==> src/rtl/core/bde_pkg.sv <==
// ----------------------------------------------------------------------------
// bde_pkg: shared types and constants for the backslash escape decoder
// Character codes, reset values and the structs passed between the stages.
// ----------------------------------------------------------------------------
package bde_pkg;

    // Characters that the decoder recognizes
    localparam logic [7:0] CHAR_NUL       = 8'h00;
    localparam logic [7:0] CHAR_BACKSLASH = 8'h5C;
    localparam logic [7:0] CHAR_C         = 8'h63;
    localparam logic [7:0] CHAR_N         = 8'h6E;
    localparam logic [7:0] CHAR_T         = 8'h74;
    localparam logic [7:0] CHAR_R         = 8'h72;
    localparam logic [7:0] CHAR_X_LOWER   = 8'h78;
    localparam logic [7:0] CHAR_X_UPPER   = 8'h58;

    // Control codes produced by the named escapes
    localparam logic [7:0] CODE_LF = 8'd10;
    localparam logic [7:0] CODE_HT = 8'd9;
    localparam logic [7:0] CODE_CR = 8'd13;

    // Decode modes
    localparam logic [1:0] MODE_PLAIN = 2'd0;
    localparam logic [1:0] MODE_ESC   = 2'd1;
    localparam logic [1:0] MODE_HEX   = 2'd2;
    localparam logic [1:0] MODE_OCT   = 2'd3;

    // Reset value of the color escape register
    localparam logic [7:0] COLOR_CODE_RESET = 8'd28;

    // Most results one request can produce
    localparam int unsigned MAX_RESULTS = 3;

    // Decoder state
    typedef struct packed {
        logic [1:0] mode;
        logic [7:0] value;
        logic [1:0] count;
        logic [7:0] held_byte;
        logic       held_valid;
    } bde_state_t;

    // One decoded result
    typedef struct packed {
        logic [7:0] out_byte;
        logic       out_last;
    } bde_result_t;

    // All results of one request, slot 0 first
    typedef struct packed {
        bde_result_t [MAX_RESULTS-1:0] slot;
        logic [1:0]                    count;
    } bde_bundle_t;

endpackage

==> src/rtl/core/bde_in_if.sv <==
// ----------------------------------------------------------------------------
// bde_in_if: raw byte channel
// Valid/ready channel carrying one raw byte and its end-of-string flag.
// ----------------------------------------------------------------------------
interface bde_in_if;
    logic       valid;
    logic       ready;
    logic [7:0] in_byte;
    logic       in_last;

    modport source (output valid, output in_byte, output in_last, input ready);
    modport sink   (input valid, input in_byte, input in_last, output ready);
endinterface

==> src/rtl/core/bde_out_if.sv <==
// ----------------------------------------------------------------------------
// bde_out_if: decoded byte channel
// Valid/ready channel carrying one decoded byte and its terminator flag.
// ----------------------------------------------------------------------------
interface bde_out_if;
    logic       valid;
    logic       ready;
    logic [7:0] out_byte;
    logic       out_last;

    modport source (output valid, output out_byte, output out_last, input ready);
    modport sink   (input valid, input out_byte, input out_last, output ready);
endinterface

==> src/rtl/core/backslash_escape_decoder.sv <==
// ----------------------------------------------------------------------------
// backslash_escape_decoder: streaming C-style escape decoder
// Turns raw bytes into unescaped bytes and closes each string with a zero.
//
//   Channel    Dir   Handshake        Payload
//   in_ch      in    valid/ready      in_byte[7:0], in_last
//   out_ch     out   valid/ready      out_byte[7:0], out_last
//   cfg        in    cfg_we           cfg_data[7:0] (color escape code)
//
// A request is held in the input register and decoded into the result buffer,
// which offers its first result. A request yields zero to three results, one
// per cycle while out_ch is ready, so the rate is one request per cycle while
// each yields at most one result and the output does not stall.
// The result buffer sets the rate: it takes a new request as its last result
// leaves. Reset clears the decoder state and sets the color code to 28.
// ----------------------------------------------------------------------------
module backslash_escape_decoder
(
    input  logic       clk,
    input  logic       rst_n,
    bde_in_if.sink     in_ch,
    bde_out_if.source  out_ch,
    input  logic       cfg_we,
    input  logic [7:0] cfg_data
);

    logic                 advance;
    logic                 item_valid;
    logic [7:0]           item_byte;
    logic                 item_last;
    bde_pkg::bde_bundle_t bundle;

    // Input register
    bde_in_stage u_in_stage
    (
        .clk        (clk),
        .rst_n      (rst_n),
        .in_ch      (in_ch),
        .advance    (advance),
        .item_valid (item_valid),
        .item_byte  (item_byte),
        .item_last  (item_last)
    );

    // Decode step and state
    bde_decode u_decode
    (
        .clk       (clk),
        .rst_n     (rst_n),
        .cfg_we    (cfg_we),
        .cfg_data  (cfg_data),
        .advance   (advance),
        .item_byte (item_byte),
        .item_last (item_last),
        .bundle    (bundle)
    );

    // Result buffer
    bde_out_buf u_out_buf
    (
        .clk        (clk),
        .rst_n      (rst_n),
        .item_valid (item_valid),
        .bundle     (bundle),
        .advance    (advance),
        .out_ch     (out_ch)
    );

endmodule

==> src/rtl/core/bde_in_stage.sv <==
// ----------------------------------------------------------------------------
// bde_in_stage: input register
// Holds one raw byte request until the decoder takes it.
// ----------------------------------------------------------------------------
module bde_in_stage
(
    input  logic         clk,
    input  logic         rst_n,
    bde_in_if.sink       in_ch,
    input  logic         advance,
    output logic         item_valid,
    output logic [7:0]   item_byte,
    output logic         item_last
);

    logic       valid_reg;
    logic       valid_next;
    logic [7:0] byte_reg;
    logic       last_reg;
    logic       load;

    // Take a new request when empty or when the held one leaves this cycle
    assign in_ch.ready = !valid_reg || advance;
    assign load        = in_ch.valid && in_ch.ready;

    always_comb
    begin
        valid_next = valid_reg;
        if (load)
        begin
            valid_next = 1'b1;
        end
        else if (advance)
        begin
            valid_next = 1'b0;
        end
    end

    always_ff @(posedge clk or negedge rst_n)
    begin
        if (!rst_n)
        begin
            valid_reg <= 1'b0;
        end
        else
        begin
            valid_reg <= valid_next;
        end
    end

    // Payload, no reset
    always_ff @(posedge clk)
    begin
        if (load)
        begin
            byte_reg <= in_ch.in_byte;
            last_reg <= in_ch.in_last;
        end
    end

    assign item_valid = valid_reg;
    assign item_byte  = byte_reg;
    assign item_last  = last_reg;

endmodule

==> src/rtl/core/bde_decode.sv <==
// ----------------------------------------------------------------------------
// bde_decode: escape decode step
// Decoder state, color register and the per-byte decode into a result bundle.
// ----------------------------------------------------------------------------
module bde_decode
(
    input  logic               clk,
    input  logic               rst_n,
    input  logic               cfg_we,
    input  logic [7:0]         cfg_data,
    input  logic               advance,
    input  logic [7:0]         item_byte,
    input  logic               item_last,
    output bde_pkg::bde_bundle_t bundle
);

    typedef struct packed {
        bde_pkg::bde_state_t  st;
        bde_pkg::bde_bundle_t bun;
    } step_t;

    bde_pkg::bde_state_t state_reg;
    bde_pkg::bde_state_t state_next;
    logic [7:0]          color_reg;
    step_t               pass1;
    step_t               pass2;

    // Append one result to a bundle
    function automatic bde_pkg::bde_bundle_t put(input bde_pkg::bde_bundle_t bin,
                                                 input logic [7:0] b,
                                                 input logic last);
        bde_pkg::bde_bundle_t r;
        r = bin;
        if (r.count != 2'd3)
        begin
            r.slot[r.count] = '{out_byte: b, out_last: last};
            r.count         = r.count + 2'd1;
        end
        return r;
    endfunction

    // Hex digit value; bit 4 set means not a digit
    function automatic logic [4:0] hex_val(input logic [7:0] b);
        logic [4:0] d;
        d = 5'd16;
        if (b >= 8'h30 && b <= 8'h39)
        begin
            d = {1'b0, b[3:0]};
        end
        else if ((b >= 8'h61 && b <= 8'h66) || (b >= 8'h41 && b <= 8'h46))
        begin
            d = {1'b0, b[3:0] + 4'd9};
        end
        return d;
    endfunction

    // Decode one byte against a state; zero ends the string
    function automatic step_t process(input bde_pkg::bde_state_t s,
                                      input bde_pkg::bde_bundle_t bin,
                                      input logic [7:0] b,
                                      input logic last,
                                      input logic [7:0] color);
        step_t      r;
        logic       done;
        logic       hex;
        logic [7:0] v;
        logic [4:0] d;
        logic [1:0] cnt;
        r    = '{st: s, bun: bin};
        done = 1'b0;
        hex  = 1'b0;
        v    = '0;
        d    = '0;
        cnt  = '0;

        // Pending color byte goes out unless the string ends here
        if (r.st.held_valid)
        begin
            if (b == bde_pkg::CHAR_NUL)
            begin
                r.st  = '0;
                r.bun = put(r.bun, 8'h00, 1'b1);
                done  = 1'b1;
            end
            else
            begin
                r.bun           = put(r.bun, r.st.held_byte, 1'b0);
                r.st.held_valid = 1'b0;
                r.st.held_byte  = '0;
            end
        end

        // Numeric escape: shift, then check for a digit
        if (!done && (r.st.mode == bde_pkg::MODE_HEX || r.st.mode == bde_pkg::MODE_OCT))
        begin
            hex = (r.st.mode == bde_pkg::MODE_HEX);
            v   = hex ? {r.st.value[3:0], 4'h0} : {r.st.value[4:0], 3'b000};
            if (hex)
            begin
                d = hex_val(b);
            end
            else if (b[7:3] == 5'b00110)
            begin
                d = {2'b00, b[2:0]};
            end
            else
            begin
                d = 5'd16;
            end
            if (!d[4])
            begin
                v           = v + {4'h0, d[3:0]};
                cnt         = r.st.count + 2'd1;
                r.st.value  = v;
                r.st.count  = cnt;
                if (cnt >= (hex ? 2'd2 : 2'd3))
                begin
                    r.bun      = put(r.bun, v, 1'b0);
                    r.st.mode  = bde_pkg::MODE_PLAIN;
                    r.st.value = '0;
                    r.st.count = '0;
                end
                done = 1'b1;
            end
            else
            begin
                r.bun      = put(r.bun, v, 1'b0);
                r.st.mode  = bde_pkg::MODE_PLAIN;
                r.st.value = '0;
                r.st.count = '0;
            end
        end

        // End of string
        if (!done && b == bde_pkg::CHAR_NUL)
        begin
            r.st  = '0;
            r.bun = put(r.bun, 8'h00, 1'b1);
            done  = 1'b1;
        end

        // Plain text
        if (!done && r.st.mode == bde_pkg::MODE_PLAIN)
        begin
            if (b == bde_pkg::CHAR_BACKSLASH)
            begin
                r.st.mode = bde_pkg::MODE_ESC;
            end
            else
            begin
                r.bun = put(r.bun, b, 1'b0);
            end
            done = 1'b1;
        end

        // Byte after a backslash
        if (!done)
        begin
            r.st.mode = bde_pkg::MODE_PLAIN;
            if (b == bde_pkg::CHAR_C)
            begin
                if (!last)
                begin
                    r.st.held_byte  = color;
                    r.st.held_valid = 1'b1;
                end
            end
            else if (b == bde_pkg::CHAR_N)
            begin
                r.bun = put(r.bun, bde_pkg::CODE_LF, 1'b0);
            end
            else if (b == bde_pkg::CHAR_T)
            begin
                r.bun = put(r.bun, bde_pkg::CODE_HT, 1'b0);
            end
            else if (b == bde_pkg::CHAR_R)
            begin
                r.bun = put(r.bun, bde_pkg::CODE_CR, 1'b0);
            end
            else if (b == bde_pkg::CHAR_X_LOWER || b == bde_pkg::CHAR_X_UPPER)
            begin
                r.st.mode  = bde_pkg::MODE_HEX;
                r.st.value = '0;
                r.st.count = '0;
            end
            else if (b[7:3] == 5'b00110)
            begin
                r.st.mode  = bde_pkg::MODE_OCT;
                r.st.value = {5'b00000, b[2:0]};
                r.st.count = 2'd1;
            end
            else
            begin
                r.bun = put(r.bun, b, 1'b0);
            end
        end
        return r;
    endfunction

    // Byte itself, then an implied terminator after a nonzero last byte
    always_comb
    begin
        pass1 = process(state_reg, '0, item_byte, item_last, color_reg);
        pass2 = pass1;
        if (item_byte != bde_pkg::CHAR_NUL && item_last)
        begin
            pass2 = process(pass1.st, pass1.bun, bde_pkg::CHAR_NUL, 1'b1, color_reg);
        end
        state_next = advance ? pass2.st : state_reg;
    end

    assign bundle = pass2.bun;

    always_ff @(posedge clk or negedge rst_n)
    begin
        if (!rst_n)
        begin
            state_reg <= '0;
            color_reg <= bde_pkg::COLOR_CODE_RESET;
        end
        else
        begin
            state_reg <= state_next;
            if (cfg_we)
            begin
                color_reg <= cfg_data;
            end
        end
    end

endmodule

==> src/rtl/core/bde_out_buf.sv <==
// ----------------------------------------------------------------------------
// bde_out_buf: result buffer
// Holds the results of one request and hands them out one per cycle while out_ch is ready.
// ----------------------------------------------------------------------------
module bde_out_buf
(
    input  logic                 clk,
    input  logic                 rst_n,
    input  logic                 item_valid,
    input  bde_pkg::bde_bundle_t bundle,
    output logic                 advance,
    bde_out_if.source            out_ch
);

    bde_pkg::bde_result_t [bde_pkg::MAX_RESULTS-1:0] slot_reg;
    bde_pkg::bde_result_t [bde_pkg::MAX_RESULTS-1:0] slot_next;
    logic [1:0] count_reg;
    logic [1:0] count_next;
    logic       fire;
    logic       can_load;

    assign out_ch.valid    = (count_reg != 2'd0);
    assign out_ch.out_byte = slot_reg[0].out_byte;
    assign out_ch.out_last = slot_reg[0].out_last;
    assign fire            = out_ch.valid && out_ch.ready;

    // Room for a new bundle once the last held result leaves
    assign can_load = (count_reg == 2'd0) || (count_reg == 2'd1 && out_ch.ready);
    assign advance  = item_valid && can_load;

    always_comb
    begin
        slot_next  = slot_reg;
        count_next = count_reg;
        if (advance)
        begin
            slot_next  = bundle.slot;
            count_next = bundle.count;
        end
        else if (fire)
        begin
            slot_next[0] = slot_reg[1];
            slot_next[1] = slot_reg[2];
            count_next   = count_reg - 2'd1;
        end
    end

    always_ff @(posedge clk or negedge rst_n)
    begin
        if (!rst_n)
        begin
            count_reg <= '0;
        end
        else
        begin
            count_reg <= count_next;
        end
    end

    // Payload, no reset
    always_ff @(posedge clk)
    begin
        slot_reg <= slot_next;
    end

endmodule

==> src/flat_wrapper.sv <==
// flat-port wrapper written by rule: the top's interface ports become plain ports
module backslash_escape_decoder_flat 
  (clk, rst_n, cfg_we, cfg_data, in_ch_valid, in_ch_in_byte, in_ch_in_last, in_ch_ready, out_ch_valid, out_ch_out_byte, out_ch_out_last, out_ch_ready);
  bde_in_if in_ch_i ();
  bde_out_if out_ch_i ();
  input  logic clk;
  input  logic rst_n;
  input  logic cfg_we;
  input  logic [7:0] cfg_data;
  input wire logic [$bits(in_ch_i.valid)-1:0] in_ch_valid;
  input wire logic [$bits(in_ch_i.in_byte)-1:0] in_ch_in_byte;
  input wire logic [$bits(in_ch_i.in_last)-1:0] in_ch_in_last;
  output wire logic [$bits(in_ch_i.ready)-1:0] in_ch_ready;
  output wire logic [$bits(out_ch_i.valid)-1:0] out_ch_valid;
  output wire logic [$bits(out_ch_i.out_byte)-1:0] out_ch_out_byte;
  output wire logic [$bits(out_ch_i.out_last)-1:0] out_ch_out_last;
  input wire logic [$bits(out_ch_i.ready)-1:0] out_ch_ready;
  assign in_ch_i.valid = in_ch_valid;
  assign in_ch_i.in_byte = in_ch_in_byte;
  assign in_ch_i.in_last = in_ch_in_last;
  assign in_ch_ready = in_ch_i.ready;
  assign out_ch_valid = out_ch_i.valid;
  assign out_ch_out_byte = out_ch_i.out_byte;
  assign out_ch_out_last = out_ch_i.out_last;
  assign out_ch_i.ready = out_ch_ready;
  backslash_escape_decoder u_core (.clk(clk), .rst_n(rst_n), .in_ch(in_ch_i), .out_ch(out_ch_i), .cfg_we(cfg_we), .cfg_data(cfg_data));
endmodule
==> config.mk <==
export PLATFORM = sky130hd
export DESIGN_NAME = backslash_escape_decoder_flat
export DESIGN_NICKNAME = d
export VERILOG_FILES = /design/src/rtl/core/bde_pkg.sv /design/src/rtl/core/bde_in_if.sv /design/src/rtl/core/bde_out_if.sv /design/src/rtl/core/backslash_escape_decoder.sv /design/src/rtl/core/bde_in_stage.sv /design/src/rtl/core/bde_decode.sv /design/src/rtl/core/bde_out_buf.sv /design/src/flat_wrapper.sv
export SDC_FILE = /design/constraint.sdc
export NUM_CORES = 1
export LEC_CHECK = 0
export ABC_AREA = 1
export BUFFER_PORTS_ARGS = -buffer_cell sky130_fd_sc_hd__buf_2
export CAP_MARGIN = 20
export CORE_ASPECT_RATIO = 0.5
export CORE_MARGIN = 4
export CORE_UTILIZATION = 30
export CTS_BUF_LIST = sky130_fd_sc_hd__clkbuf_4 sky130_fd_sc_hd__clkbuf_8
export DETAILED_ROUTE_END_ITERATION = 16
export PLACE_DENSITY = 0.45
export SLEW_MARGIN = 25
export SYNTH_ARGS = -nofsm -noshare
export SYNTH_HDL_FRONTEND = slang
export SYNTH_SLANG_ARGS = --single-unit
==> constraint.sdc <==
create_clock -name clk -period 6.98 [get_ports clk]
set_input_delay 1.396 -clock clk [delete_from_list [all_inputs] [get_ports clk]]
set_output_delay 1.396 -clock clk [all_outputs]
set_load 0.05 [all_outputs]
## Word-level counts from Yosys, hierarchy flattened

Index checks and enable logic that the tools add are counted.

| cells by class | value |
|---|---|
| equality and inequality tests | 22 |
| add/subtract/negate cells | 15 |
| reduce and logical (&&, ||, !) cells | 42 |
| bitwise operators | 22 |
| $lt $le $gt $ge | 26 |
| multiplexer cells | 114 |

Operators by type and width:

| operator | count |
|---|---|
| $mux 29 | 32 |
| $mux 50 | 8 |
| $bwmux 27 | 6 |
| $demux 9 s2 | 9 |
| $mux 12 | 13 |
| $mux 9 | 11 |
| $and 24x24->24 | 3 |
| $not 24->24 | 3 |
| $eq 8x7->1 const B | 7 |
| $and 27x27->27 | 2 |
| $not 27->27 | 2 |
| $and 21x21->21 | 2 |
| $not 21->21 | 2 |
| $mux 18 | 2 |
| $mux 5 | 7 |
| $lt 2x3->1 const B | 9 |
| $add 2x1->2 const B | 11 |
| $logic_and 1x1->1 | 22 |
| $and 18x18->18 | 1 |
| $ge 2x1->1 const B | 9 |
| $mux 1 | 18 |
| $ne 2x2->1 const B | 9 |
| $not 18->18 | 1 |
| $add 8x4->8 | 2 |
| other kinds (22) | 50 |

| word-level totals | value |
|---|---|
| logic and storage cells | 257 |
| register bits | 68 |
| output and inout bits | 11 |
| input port bits | 22 |

## Longest topological paths before layout

Gate-level depths: netlist (run 1).

| logic depth | value |
|---|---|
| depth after elaboration | 91 |
| mapped depth | 27 |
| mapped depth without buffers | 27 |

## Hierarchy

Synthesis (run 1) repeated with hierarchy kept, for this count alone.

| unflattened totals | value |
|---|---|
| cell total of the unflattened synthesis | 693 |
| area, all modules | 5,116.2 um^2 |

By module, submodules not included:

| module | seq. area each (um^2) | cells an instance | instances | area an instance (um^2) |
|---|---|---|---|---|
| bde_decode | 654.4 | 557 | 1 | 3,485.8 |
| bde_out_buf | 860.8 | 121 | 1 | 1,315.0 |
| bde_in_stage | 295.3 | 15 | 1 | 315.3 |

## Worst setup path after synthesis (run 1)

OpenSTA, ideal clock, no wires.

| timing path | value |
|---|---|
| kind | register to register |
| start point | register u_core.u_in_stage.byte_reg[1], in the netlist u_core.u_in_stage.item_byte[1] |
| end point | register u_core.u_out_buf.slot_reg[15] (netlist name) (data pin) |
| clock period less this slack | 3.729 ns |
| buffers on the path | 1 |
| data required time | 6.726 ns |
| cell stages (with the launch flop) | 26 |
| library setup time | 0.254 ns |
| arrival time | 3.474 ns |
| setup slack | 3.251 ns |
| cells stage by stage | edfxtp_1 > inv_1 > ha_1 > nand2_4 > nor2_8 > nand2_4 > nand3_2 > buf_2 > ha_1 > inv_1 > nand2_1 > nand2_1 > inv_1 > ha_1 > nand3_1 > nand3_2 > nand2_1 > nand2_1 > nand2_1 > nand3_2 > inv_2 > nand2_1 > o211ai_1 > nor2_1 > a21oi_1 > nand2_1 |

RTL lines:

| item | line | source |
|---|---|---|
| start, declared | bde_in_stage.sv:18 | `logic [7:0] byte_reg;` |
| start signal, assigned | bde_in_stage.sv:56 | `byte_reg <= in_ch.in_byte;` |
| end signal, assigned | bde_out_buf.sv:63 | `slot_reg <= slot_next;` |
| end, declared | bde_out_buf.sv:15 | `bde_pkg::bde_result_t [bde_pkg::MAX_RESULTS-1:0] slot_reg;` |

==> run summary, run 1 <==
status: finished clean
setup skew after layout: 0.008989 ns
buffers added on ports: 32
count of flip-flops with a built-in enable after synthesis: 36
HPWL after detailed placement: 13180 um
combinational family with the most area after synthesis: simple AND/OR/NAND/NOR gates
number of iterations in the first detailed-routing pass: 5
DIE AREA: 18550 um2
antenna violations before repair: 0
simple-gate share of the synthesized area: 31.60%
post-synthesis xor/xnor area fraction: 0.1789%
kind of start point of the critical path: flop
post-route cell area: 5429 um2
max frequency: 0.2089 GHz
clock buffer depth: 2
DRC violation count after routing: 0
fraction of the mapped netlist area in adder cells: 2.045%
fin crit period: 4.787 ns
fraction of final layout cells sized beyond drive strength 1: 17.75%
cell chosen for the clock root: clkbuf_8
top-level port count: 33
largest net degree at the start of global routing: 42
Synth Flop Type: edfxtp_1
wire length of the first global-routing pass: 26100 um
number of sinks handled by clock tree synthesis: 65
part of the cycle the worst path needs: 68.59%
detailed-route wire length on metal 1: 8957 um
global-route congestion overflow total: 0
synthesis-to-layout area growth: 10.92%
part of the Yosys area used for sequential elements: 36.99%
Hold Violations, Final: 0
highest fanout seen on the critical path: 15
detailed-route via count: 4689
maximum vdd ir drop: 0.1963 mV
H-tree depth: 3
startpoint of the lowest-slack hold path: u_core.u_decode.color_reg[3]
average cell area after synthesis: 7.372 um2
total cell area at the placement stage: 5233 um2
dominant cell by count in the synthesized netlist: nand2_1
setup slack of the worst register-to-register path: 2.19 ns
Yosys warning count: 0
largest area contributor in the netlist: edfxtp_1
end of the worst register-to-register path: u_core.u_out_buf.slot_reg[15]
synthesized-area fraction occupied by ao, oa, aoi and oai cells: 17.23%
launching element of the worst setup path: u_core.u_in_stage.item_byte[0]
routed length on met3: 1321 um
required time of the critical path: 7.10 ns
cell types occupying the most area after synthesis: edfxtp_1 22%, dfrtp_1 13%, nand2_1 12%
DR vias/cell: 5.130
Slew Limit Headroom: 40.71%
top cell type's share of synthesized area: 22.09%
DRT antenna net count: 0
Final Routed Wirelength: 16990 um
Multi-input gate area: 2580 um2
areal power density over the cells: 373.4 nW/um2
arrival time at the worst endpoint: 4.91 ns
leading post-synthesis cells by instance count: 156 x nand2_1, 84 x inv_1, 64 x nor2_1
number of cells upsized or downsized after cts: 0
global placement routability congestion: 0.9497
clock latency of the later-clocked register in the worst-skew pair: 0.37 ns
Hold Path Class: reg -> reg
final-report max-slew violation count: 0
unrepaired setup endpoints after global routing: no
reg-to-reg critical path startpoint: u_core.u_in_stage.item_byte[0]
cell count of the worst reg-to-reg path: 22
footprint of the flip-flops and latches: 1810 um2
transition time at the pin with the least slew margin: 0.8872 ns
DIE WIDTH: 188.6 um
total negative setup slack: 0 ns
number of hold buffers added after CTS: 0
total routing resource utilization after global routing: 18.35%
vertical extent of the die: 98.32 um
number of buffers created by CTS: 9
initial detailed-routing violation count: 482
number of nets in the synthesized netlist: 694
Hold Path Cell Cnt: 2
final setup violation count: 0
synthesized area: 4895 um2
async set or reset register ratio after synthesis: 44.62%
Syn Inst Count: 664
nature of the critical path endpoint: flop
starting density of the core: 31.19%
# fillers: 1731
post-synthesis cell type count: 51
ANT cells: 0
share of cell area taken by muxes after synthesis: 1.610%
post-CTS setup repair buffer count: 0
WL met2: 6551 um
max-cap violation count: 0
area inside the core boundary: 15700 um2
highest metal layer with signal wires: met4
static leakage power: 0.002504 uW
synthesis-stage register bit count: 65
mean routed wirelength per cell: 18.59 um
clock-pin slew on the worst setup and hold paths: 0.07 ns
hold path endpoint: u_core.u_decode.color_reg[3]
vias in the first global route: 4287
row cnt: 32
Worst Path Class, Setup: reg -> reg
clock tree from TritonCTS: done
NumNets Final: 718
[critical path, cell delays in order (launching register included)]
cell and delay, ns:
edfxtp_1 0.48, clkinv_1 0.36, ha_1 0.40, nand2_4 0.12
nor2_8 0.06, nand2_4 0.12, nand3_2 0.27, ha_1 0.37
inv_1 0.05, nand2_1 0.04, nand2_1 0.17, inv_1 0.15
ha_1 0.30, nand3_1 0.12, nand4_1 0.20, nand3_2 0.33
nand3_2 0.23, inv_2 0.17, nand2_1 0.09, o211ai_1 0.24
nor2_1 0.07, a21oi_1 0.13, nand2_1 0.07
[cell families (layout without fill, tap and decap cells)]
group	count (synthesis)	in the layout
xor+xnor	1	1
buf+inv	124	153
fa+ha+maj	8	8
simple gates	320	320
mux	7	7
flops	65	65
compound gates	139	139
[stage by stage]
step | worst slack [ns] | instances | hold slack [ns] | util, % | total power, uW
after CTS | 2.282 | 914 | 0.5138 | 34.59 | 2033
after detailed placement | 2.326 | 898 | 0.5033 | 33.34 | 1690
final | 2.193 | 914 | 0.5080 | 34.59 | 2027
after global placement | 2.388 | 898 | 0.5027 | 33.34 | 1705
after floorplan | 3.251 | 664 | 0.4597 | - | 1424
after global routing | 1.825 | 914 | 0.5393 | 34.59 | 2181
[routing by layer]
| layer | vias to the layer above | track usage (%) |
|---|---|---|
| li1 | 2281 | - |
| met2 | 181 | 25.17 |
| met1 | 2215 | 28.96 |
| met4 | 0 | 2.966 |
| met5 | - | 0 |
| met3 | 12 | 4.643 |
[worst max-delay path by stage]
stage	slack, ns	endpoint
6_report	2.19	u_core.u_out_buf.slot_reg[15]
5_1_grt	1.83	u_core.u_out_buf.slot_reg[13]
4_1_cts	2.28	u_core.u_out_buf.slot_reg[15]
3_5_place_dp	2.33	u_core.u_out_buf.slot_reg[15]
3_3_place_gp	2.39	u_core.u_out_buf.slot_reg[15]
2_1_floorplan	3.25	u_core.u_out_buf.slot_reg[15]
[power breakdown]
part	internal (uW)	total, uW	switching, uW
Sequential	584	650	65.5
Clock	181	332	151
Combinational	273	1050	773
[final cells by class]
class / count / share of cell area (%)
clock buffers: 13 / 2.835
flip-flops and latches: 65 / 33.35
well taps: 221 / 5.093
inverters: 102 / 7.052
repair buffers: 35 / 3.365
multi-input cells: 475 / 47.52
clock inverters: 3 / 0.7836
[cells in the final DEF (no fill, tap or decap), types with 5 or more instances in the layout]
cell      instances
nand2_4           8
o211ai_1          9
nand3_1          36
buf_2            32
edfxtp_1         36
a31oi_1           5
nor2_2            5
o21ai_0          57
nor2_1           63
a21oi_1          18
nand3_2           9
ha_1              8
nand2_2          10
o21ai_1          11
nor3_1           13
o22ai_1          13
inv_2            16
clkbuf_8          9
nand4_1           9
dfrtp_1          26
nand2_1         156
inv_1            84
mux2_2            7
Power figures use the tool's default switching activity.
==> inputs of run 2 (changes only) <==
clock period = 4.85 ns   (was 6.98 ns; I/O delays follow)
==> run summary, run 2 (synthesis gave the netlist of run 1 again) <==
ANT cells: 0
transition time at the pin with the least slew margin: 0.8811 ns
max-cap violation count: 0
setup slack after layout: 0.3533 ns
highest fanout seen on the critical path: 15
Final Routed Wirelength: 17170 um
buffering stage count on the worst path with inverters included: 5
starting density of the core: 31.19%
required time of the critical path: 4.97 ns
kind of start point of the critical path: flop
DRT antenna net count: 0
total routing resource utilization after global routing: 18.61%
number of buffers created by CTS: 9
final setup violation count: 0
total negative setup slack: 0 ns
Clock Power Share: 18.1%
final-report max-slew violation count: 0
H-tree depth: 3
status: finished clean
cell chosen for the clock root: clkbuf_8
met3 Usage GRT: 4.464%
vertical extent of the die: 98.32 um
clock tree from TritonCTS: done
register share of total power: 31.3%
area inside the core boundary: 15700 um2
switching power of the nets: 1444 uW
static leakage power: 0.002535 uW
detailed-route via count: 4724
wire length of the first global-routing pass: 26680 um
fin crit period: 4.497 ns
nature of the critical path endpoint: flop
part of the cycle the worst path needs: 92.72%
largest net degree at the start of global routing: 41
top library cells by usage in the layout, fill and taps aside: 156 x nand2_1, 84 x inv_1, 62 x nor2_1, 57 x o21ai_0
DR vias/cell: 5.146
DRC violation count after routing: 0
post-CTS setup repair buffer count: 0
arrival time at the worst endpoint: 4.61 ns
most crowded layer after global routing: met1
fraction of final layout cells sized beyond drive strength 1: 18.51%
Worst Path Class, Setup: reg -> reg
crit path cell chain: inv_1 > ha_1 > nand2_4 > nor2_8 > nand2_4 > nand3_2 > ha_1 > inv_1 > nand2_1 > nand2_1 > inv_1 > ha_1 > nand3_1 > nand4_1 > nand3_4 > nand3_2 > inv_1 > nand2_1 > inv_2 > nand2_2 > nor2_1 > nand2_1 > a21oi_1 > nor2_1
areal power density over the cells: 543.4 nW/um2
initial detailed-routing violation count: 369
cell internal power dissipation: 1543 uW
mean routed wirelength per cell: 18.71 um
unrepaired setup endpoints after global routing: no
final hold slack: 0.5012 ns
NumNets Final: 722
met1 usage in global routing: 29.45%
clock latency of the later-clocked register in the worst-skew pair: 0.36 ns
switching power share of the total: 48.34%
Top Family by Delay on Critical Path: simple AND/OR/NAND/NOR gates
maximum vdd ir drop: 0.2227 mV
Hold Violations, Final: 0
global placement routability congestion: 0.9511
vias in the first global route: 4392
DIE WIDTH: 188.6 um
number of sinks handled by clock tree synthesis: 65
top-level port count: 33
buffers added on ports: 32
max frequency: 0.2224 GHz
CP peak stage delay: 0.51 ns
synthesis-to-layout area growth: 12.27%
setup skew after layout: 0.009782 ns
DIE AREA: 18550 um2
highest-delay cell along the critical path: edfxtp_1
combinational share of power: 50.6%
global-route congestion overflow total: 0
setup slack of the worst register-to-register path: 0.35 ns
post-layout util: 35.01%
row cnt: 32
HPWL after detailed placement: 13250 um
antenna violations before repair: 0
commonest non-fill, non-tap cell in the layout: nand2_1
DP Worst Slack: 0.3546 ns
Slew Limit Headroom: 41.12%
Hold Path Class: reg -> reg
clock-pin slew on the worst setup and hold paths: 0.08 ns
number of iterations in the first detailed-routing pass: 5
clock buffer depth: 2
global-route track usage on met2: 25.08%
## run 2: repair_timing
action / in CTS / in global routing
hold buffers: 0 / 0
endpoints found under the hold margin: 0 / 0
resized for setup: 0 / 2
endpoints found under the setup margin: 0 / 4
## run 2: through the flow
step / area, um2 / power [uW] / std cells
global placement: 5263 / 2456 / 902
floorplan: 4895 / 2050 / 664
finish: 5495 / 2986 / 918
detailed placement: 5265 / 2437 / 902
global route: 5495 / 3203 / 918
CTS: 5484 / 2990 / 918
## run 2: cell type report
class / instances / area (um2)
Clock buffer: 11 / 138.9
Clock inverter: 5 / 80.08
Fill cell: 1712 / 10200
Inverter: 102 / 386.6
Multi-Input combinational cell: 475 / 2590
Sequential cell: 65 / 1810
Tap cell: 221 / 276.5
Timing Repair Buffer: 39 / 212.7
## run 2: worst paths after layout
path                                                startpoint  cells after the start                                  end
worst max-delay path            u_core.u_in_stage.item_byte[1]                     24  u_core.u_out_buf.out_ch.out_byte[5]
worst min-delay path              u_core.u_decode.color_reg[3]                      2         u_core.u_decode.color_reg[3]
worst max register to register  u_core.u_in_stage.item_byte[1]                     24  u_core.u_out_buf.out_ch.out_byte[5]
worst min register to register    u_core.u_decode.color_reg[3]                      2         u_core.u_decode.color_reg[3]
max in group asynchronous                                rst_n                      1        u_core.u_decode.state_reg[13]
min in group asynchronous                                rst_n                      1         u_core.u_decode.state_reg[3]
## run 2: per-layer routing
metal,part of all wire [%],wire [um]
met1,51,8824
met3,7.7,1315
met4,1.5,254
met5,0,0
met2,39,6777
## run 2: power by group through the flow
stage               clock (uW)  sequential (uW)  combinational (uW)
floorplan                    0              930                1120
global placement             0              944                1510
detailed placement           0              944                1490
CTS                        555              933                1500
global route               576              954                1670
finish                     540              935                1510
## run 2: worst register-to-register path: cells and delay by family, from the launching register on
kind,cells,cell delay [ns]
AOI/OAI and AO/OA,1,0.14
adders and majority gates,3,0.91
buffers and inverters,5,0.62
DFF,1,0.51
and+or+nand+nor,15,2.09
